**src/fqrr_pkg.sv**
```systemverilog
`default_nettype none

package fqrr_pkg;

	// Number of approach sides and the width of a side number.
	localparam int SIDE_COUNT = 4;
	localparam int SIDE_W = 2;

	// Identifier width and the default depth of each queue.
	localparam int ID_W = 10;
	localparam int QUEUE_DEPTH_DEF = 64;

	// Operation codes on the input stream.
	localparam logic OP_PUSH = 1'b0;
	localparam logic OP_POP = 1'b1;

	// Status codes on the result stream.
	localparam int STATUS_W = 2;
	localparam logic [STATUS_W-1:0] ST_PUSHED = 2'd0;
	localparam logic [STATUS_W-1:0] ST_POPPED = 2'd1;
	localparam logic [STATUS_W-1:0] ST_FULL = 2'd2;
	localparam logic [STATUS_W-1:0] ST_EMPTY = 2'd3;

	// Outcome of the round-robin search.
	typedef struct packed {
		logic found;
		logic [SIDE_W-1:0] side;
	} pick_t;

endpackage

`default_nettype wire

```
**src/fqrr_pick.sv**
```systemverilog
`default_nettype none

// Round-robin search: first non-empty side at or after the start side.
module fqrr_pick (
	input  logic [fqrr_pkg::SIDE_COUNT-1:0] nonempty,
	input  logic [fqrr_pkg::SIDE_W-1:0]     start,
	output fqrr_pkg::pick_t                 pick
);

	localparam int SW = fqrr_pkg::SIDE_W;

	always_comb begin
		logic [SW-1:0] s;
		pick = '0;
		s = '0;
		// Walk from the farthest candidate back to the start so the nearest wins.
		for (int k = fqrr_pkg::SIDE_COUNT - 1; k >= 0; k--) begin
			s = start + SW'(k);
			if (nonempty[s]) begin
				pick.found = 1'b1;
				pick.side = s;
			end
		end
	end

endmodule

`default_nettype wire

```
**src/fqrr_store.sv**
```systemverilog
`default_nettype none

// Identifier storage for all four queues, one write and one read port.
module fqrr_store #(
	parameter int QUEUE_DEPTH = fqrr_pkg::QUEUE_DEPTH_DEF
) (
	input  logic                                         clk,
	input  logic                                         wr_en,
	input  logic [fqrr_pkg::SIDE_W-1:0]                  wr_side,
	input  logic [$clog2(QUEUE_DEPTH)-1:0]               wr_ptr,
	input  logic [fqrr_pkg::ID_W-1:0]                    wr_data,
	input  logic                                         rd_en,
	input  logic [fqrr_pkg::SIDE_W-1:0]                  rd_side,
	input  logic [$clog2(QUEUE_DEPTH)-1:0]               rd_ptr,
	output logic [fqrr_pkg::ID_W-1:0]                    rd_data
);

	localparam int PTR_W = $clog2(QUEUE_DEPTH);
	localparam int ENTRIES = fqrr_pkg::SIDE_COUNT << PTR_W;

	logic [fqrr_pkg::ID_W-1:0] mem [ENTRIES];

	always_ff @(posedge clk) begin
		if (wr_en) begin
			mem[{wr_side, wr_ptr}] <= wr_data;
		end
		if (rd_en) begin
			rd_data <= mem[{rd_side, rd_ptr}];
		end
	end

endmodule

`default_nettype wire

```
**src/four_queue_round_robin_merge.sv**
```systemverilog
`default_nettype none

// Channel   Direction  Width  Contents
// s_*       in         16     one push or pop request per transfer
// m_*       out        16     one status result per request, in request order
//
// One request is taken every cycle when the result side keeps up.
// The request is registered, then decided against the queue pointers while
// the queue memory is written or read, and the result is registered together
// with the registered read port that supplies the served identifier.
// The asynchronous reset empties all queues and restarts the search at west;
// the memory contents are left as they are and are never read before written.
// When m_tready is low with a result waiting, both stages hold and s_tready
// drops once the request register is occupied.
module four_queue_round_robin_merge #(
	parameter int QUEUE_DEPTH = fqrr_pkg::QUEUE_DEPTH_DEF
) (
	input  logic        clk,
	input  logic        arst_n,
	input  logic        s_tvalid,
	output logic        s_tready,
	input  logic [15:0] s_tdata,  // [0] operation, [2:1] side, [12:3] craft_id, rest zero
	output logic        m_tvalid,
	input  logic        m_tready,
	output logic [15:0] m_tdata   // [1:0] status, [11:2] served_id, [13:12] served_side
);

	localparam int SW = fqrr_pkg::SIDE_W;
	localparam int NS = fqrr_pkg::SIDE_COUNT;
	localparam int IW = fqrr_pkg::ID_W;
	localparam int STW = fqrr_pkg::STATUS_W;
	localparam int PTR_W = $clog2(QUEUE_DEPTH);
	localparam int CNT_W = $clog2(QUEUE_DEPTH + 1);

	// Stage one: the accepted request.
	logic          valid_s1;
	logic          op_s1;
	logic [SW-1:0] side_s1;
	logic [IW-1:0] id_s1;

	// Stage two: the decided result; the served identifier comes from the memory.
	logic           valid_s2;
	logic [STW-1:0] status_s2;
	logic [SW-1:0]  side_s2;
	logic [IW-1:0]  rd_data;

	// Queue bookkeeping. The tail pointer stands in for head plus count.
	logic [PTR_W-1:0] head_q  [NS];
	logic [PTR_W-1:0] tail_q  [NS];
	logic [CNT_W-1:0] count_q [NS];
	logic [SW-1:0]    next_side_q;

	logic              s1_advance;
	logic              s_accept;
	logic [NS-1:0]     nonempty;
	fqrr_pkg::pick_t   pick;
	logic              full;
	logic              do_write;
	logic              do_read;
	logic [STW-1:0]    status_next;
	logic [SW-1:0]     side_next;

	function automatic logic [PTR_W-1:0] ptr_next(input logic [PTR_W-1:0] p);
		return (p == PTR_W'(QUEUE_DEPTH - 1)) ? '0 : p + 1'b1;
	endfunction

	// Both stages move together whenever the result register can be refilled.
	assign s1_advance = valid_s1 && (!valid_s2 || m_tready);
	assign s_tready = !valid_s1 || s1_advance;
	assign s_accept = s_tvalid && s_tready;

	always_ff @(posedge clk or negedge arst_n) begin
		if (!arst_n) begin
			valid_s1 <= 1'b0;
		end else if (s_tready) begin
			valid_s1 <= s_tvalid;
		end
	end

	always_ff @(posedge clk) begin
		if (s_accept) begin
			op_s1 <= s_tdata[0];
			side_s1 <= s_tdata[SW:1];
			id_s1 <= s_tdata[SW+IW:SW+1];
		end
	end

	always_comb begin
		for (int i = 0; i < NS; i++) begin
			nonempty[i] = (count_q[i] != '0);
		end
	end

	fqrr_pick u_pick (
		.nonempty (nonempty),
		.start    (next_side_q),
		.pick     (pick)
	);

	assign full = (count_q[side_s1] == CNT_W'(QUEUE_DEPTH));
	assign do_write = s1_advance && (op_s1 == fqrr_pkg::OP_PUSH) && !full;
	assign do_read = s1_advance && (op_s1 == fqrr_pkg::OP_POP) && pick.found;

	always_comb begin
		status_next = fqrr_pkg::ST_PUSHED;
		side_next = '0;
		if (op_s1 == fqrr_pkg::OP_PUSH) begin
			status_next = full ? fqrr_pkg::ST_FULL : fqrr_pkg::ST_PUSHED;
		end else if (pick.found) begin
			status_next = fqrr_pkg::ST_POPPED;
			side_next = pick.side;
		end else begin
			status_next = fqrr_pkg::ST_EMPTY;
		end
	end

	// Pointer and occupancy updates; a single request touches at most one side.
	always_ff @(posedge clk or negedge arst_n) begin
		if (!arst_n) begin
			for (int i = 0; i < NS; i++) begin
				head_q[i] <= '0;
				tail_q[i] <= '0;
				count_q[i] <= '0;
			end
			next_side_q <= '0;
		end else begin
			for (int i = 0; i < NS; i++) begin
				if (do_write && (side_s1 == SW'(i))) begin
					tail_q[i] <= ptr_next(tail_q[i]);
					count_q[i] <= count_q[i] + 1'b1;
				end
				if (do_read && (pick.side == SW'(i))) begin
					head_q[i] <= ptr_next(head_q[i]);
					count_q[i] <= count_q[i] - 1'b1;
				end
			end
			if (do_read) begin
				next_side_q <= pick.side + 1'b1;
			end
		end
	end

	fqrr_store #(
		.QUEUE_DEPTH (QUEUE_DEPTH)
	) u_store (
		.clk     (clk),
		.wr_en   (do_write),
		.wr_side (side_s1),
		.wr_ptr  (tail_q[side_s1]),
		.wr_data (id_s1),
		.rd_en   (do_read),
		.rd_side (pick.side),
		.rd_ptr  (head_q[pick.side]),
		.rd_data (rd_data)
	);

	always_ff @(posedge clk or negedge arst_n) begin
		if (!arst_n) begin
			valid_s2 <= 1'b0;
		end else if (!valid_s2 || m_tready) begin
			valid_s2 <= valid_s1;
		end
	end

	always_ff @(posedge clk) begin
		if (s1_advance) begin
			status_s2 <= status_next;
			side_s2 <= side_next;
		end
	end

	// The memory read data is fresh only for a successful pop; otherwise report zero.
	assign m_tvalid = valid_s2;
	assign m_tdata = {2'b00, side_s2,
		(status_s2 == fqrr_pkg::ST_POPPED) ? rd_data : {IW{1'b0}}, status_s2};

	for (genvar g = 0; g < NS; g++) begin : g_chk
		a_count_bound: assert property (@(posedge clk) disable iff (!arst_n)
			count_q[g] <= CNT_W'(QUEUE_DEPTH))
			else $error("queue occupancy beyond depth");
		a_head_range: assert property (@(posedge clk) disable iff (!arst_n)
			head_q[g] <= PTR_W'(QUEUE_DEPTH - 1))
			else $error("head pointer outside queue");
	end

	a_rr_advance: assert property (@(posedge clk) disable iff (!arst_n)
		do_read |=> next_side_q == $past(pick.side) + 1'b1)
		else $error("search start did not move past the served side");

	a_push_fills: assert property (@(posedge clk) disable iff (!arst_n)
		do_write |=> count_q[$past(side_s1)] != '0)
		else $error("queue still empty after a push");

endmodule

`default_nettype wire

```
**config.mk**
```make
export PLATFORM = sky130hd
export DESIGN_NAME = four_queue_round_robin_merge
export DESIGN_NICKNAME = d
export VERILOG_FILES = /design/src/fqrr_pkg.sv /design/src/fqrr_pick.sv /design/src/fqrr_store.sv /design/src/four_queue_round_robin_merge.sv
export SDC_FILE = /design/constraint.sdc
export NUM_CORES = 2
export LEC_CHECK = 0
export ABC_AREA = 1
export BUFFER_PORTS_ARGS = -buffer_cell sky130_fd_sc_hd__buf_2
export CAP_MARGIN = 20
export CORE_MARGIN = 2
export CORE_UTILIZATION = 50
export DETAILED_ROUTE_END_ITERATION = 10
export PLACE_DENSITY = 0.65
export RECOVER_POWER = 25
export SLEW_MARGIN = 20
export SYNTH_ARGS = -nofsm -noshare
export SYNTH_HDL_FRONTEND = slang
export SYNTH_SLANG_ARGS = --single-unit
```
**constraint.sdc**
```tcl
create_clock -name clk -period 8.3 [get_ports clk]
set_input_delay 1.66 -clock clk [delete_from_list [all_inputs] [get_ports clk]]
set_output_delay 1.66 -clock clk [all_outputs]
set_load 0.05 [all_outputs]
```
==> results.txt <==
Worst-path maximum fanout - 133
Worst-Skew Late Latency - 0.95 ns
Yosys top cell by area - edfxtp_1
Post-DRT Antenna Nets - 0
First-iteration detailed-routing DRC count - 9438
Outcome - finished, violations left
Sink Count - 2667
All-layer global routing usage - 25.5%
Worst slew pin tran - 6.59 ns
Mean Syn Cell Area - 10.3 µm²
Gp weighted congestion - 0.866
Final Max Tran Viols - 1562
Pin count of the biggest net entering global routing - 192
Pre-antenna DRT Iters - 6
Synth cell types - 49
Failing checks - capacitance limit, slew limit
Share of cells above drive strength 1 - 4.90%
Worst Hold End - count_q[21]$_DFFE_PN0P_
Largest cells by area after synthesis - edfxtp_1 66%, nand2_1 11%, nand3_1 9.3%
Initial Util - 50.3%
CTS tree - done
Gr ovfl total - 0
CTS Hold Bufs - 0
DRC viols - 0
Critical Path RT - 8.04 ns
RSZ-0062 raised after global routing - no
Total number of vias - 78.7k
Startpoint Class - flip-flop
Reg-to-reg slack, setup - 1.85 ns
Highest clock rate - 0.155 GHz
Synthesis-to-finish area growth - 9.42%
Vias in the first global route - 75.0k
Non-Filler Instances - 14.5k
Max Cap Viol - 15
Num CTS Buffers - 289
Slowest-stage cell, CP - clkdlybuf4s25_1
CTS max path bufs - 4
Top delay family on crit path - buffers and inverters
Number of buffers inserted to repair setup after CTS - 0
R2R Path Start - id_s1[7]$_DFFE_PP_
# fillers - 19.5k
Most frequent cells after synthesis - 3432 x nand2_1, 2587 x edfxtp_1, 2167 x nand3_1
Final setup TNS - 0 ns
Ys Warns - 0
Worst R2R Path Depth - 1
Num ports - 38
Antenna violations before repair - 12
Routed WL per cell - 21.2 µm
Global-route wire length before repair - 459000 µm
Worst-path clk slew - 0.06 ns
Hold Path Origin - count_q[21]$_DFFE_PN0P_
CTS H-Tree Depth - 5
Core Area - 0.233 mm²
Type of element capturing the critical path - flip-flop
Post-synth top area share - 66.4%
Final setup viols - 0
DP HPWL - 165000 µm
Slew margin rel. - -339%
Worst Path Arrival - 6.19 ns
Die Width - 488 µm
PostCTS Resize Cnt - 0
CTS Root Cell - clkbuf_16
Most used DFF post-synth - edfxtp_1
Most frequent cell after synthesis - nand2_1
Row count - 177
Skew final - 0.0522 ns
Crit path time final - 6.45 ns
#FFs+latches synth - 2667
Final wirelength - 306000 µm
Mapped Area - 0.117 mm²
Die Height - 488 µm
Worst path max stage delay - 4.74 ns
Die ar. - 0.238 mm²
Via/cell ratio - 5.44
Hold slack - 0.491 ns
Cells after Synth - 11.4k
Period Utilization, post-route - 77.7%
Post-synthesis sequential area ratio - 68.1%
EDFF count, synth - 2587
Final #Nets - 11.3k
CP Cell Sequence - clkdlybuf4s25_1
Placed Cells - 14.0k
Final count of hold timing violations - 0
Worst Hold Depth - 1
Hold/Removal Path Class - flip-flop to flip-flop
IO buf count - 32
Critical path class - flip-flop to flip-flop
Synth async-reset ratio - 3.00%
Worst Path Buf+Inv - 1
RR Endpoint - u_store.mem[103][7]$_DFFE_PP_
cells by family after synthesis:
group | Yosys count | share of synthesized area [%]
AND/OR/NAND/NOR | 5990 | 21.7
flip-flops | 2667 | 68.1
buffers and inverters | 2486 | 8.65
AO/OA/AOI/OAI | 191 | 0.952
XOR/XNOR | 44 | 0.336
adder cells (fa/ha/maj) | 26 | 0.291
other | 1 | 0.00321
flip-flops by register name (all words and copies together) (netlist names):
name,flops
u_store.rd_data,10
side_s1,2
valid_s1,1
id_s1,10
count_q,28
u_store.mem,2560
status_s2,2
next_side_q,2
op_s1,1
m_tvalid,1
tail_q,24
head_q,24
side_s2,2
worst max path at each step:
stage	startpoint	endpoint	cells past startpoint
CTS	count_q[1]$_DFFE_PN0P_	u_store.rd_data[2]$_DFFE_PP_	22
global placement	count_q[1]$_DFFE_PN0P_	u_store.rd_data[2]$_DFFE_PP_	22
global route	id_s1[7]$_DFFE_PP_	u_store.mem[102][7]$_DFFE_PP_	1
detailed placement	count_q[1]$_DFFE_PN0P_	u_store.rd_data[2]$_DFFE_PP_	22
floorplan	m_tready	count_q[5]$_DFFE_PN0P_	16
finish	id_s1[7]$_DFFE_PP_	u_store.mem[103][7]$_DFFE_PP_	1
layout by cell type (no fill, tap or decap), types with 4 or more instances in the layout:
master	count
nor3_1	9
clkbuf_1	79
inv_2	16
ha_1	24
nand3b_1	14
clkbuf_2	5
nand2_2	20
bufinv_16	17
o21ai_0	109
inv_1	1859
clkinv_1	48
xnor2_1	11
o211ai_1	21
nand3_1	2167
edfxtp_1	2587
nand2_1	3413
o21ai_1	4
clkbuf_16	295
buf_12	38
o22ai_1	11
buf_4	65
clkinvlp_4	5
dfrtp_1	80
nor2_1	337
a21oi_1	23
xor2_1	32
o21a_1	4
nor4_1	4
clkbuf_8	4
nor2_2	11
inv_6	5
clkinv_2	33
diode_2	5
buf_2	31
through the flow:
stage	worst slack, ns	utilization, %	cell area, µm²
floorplan	4.25	-	117000
global placement	2.20	51.4	119000
detailed placement	2.12	51.4	119000
CTS	2.06	55.1	128000
global route	1.51	55.0	128000
finish	1.85	55.0	128000
layer usage:
metal  track usage (%)  up-vias  part of all wire (%)
li1                  -    36900                     -
met5                 0        -                     0
met1              35.0    37700                    40
met4              10.4        0                   4.0
met3              4.44      628                   9.0
met2              40.5     3519                    47
area by class of cell:
| type | count | area (µm²) | share of cell area (%) |
|---|---|---|---|
| diodes | 5 | 12.5 | 0.00977 |
| clock buffers | 369 | 7700 | 6.02 |
| clock inverters | 105 | 926 | 0.723 |
| inverters | 1881 | 7080 | 5.53 |
| multi-input cells | 6253 | 27300 | 21.3 |
| flip-flops and latches | 2667 | 79700 | 62.3 |
| well taps | 3043 | 3810 | 2.97 |
| repair buffers | 150 | 1480 | 1.16 |
Power is not shown: default switching activity piles up to over one toggle a cycle in this logic, so the estimate is an artifact.
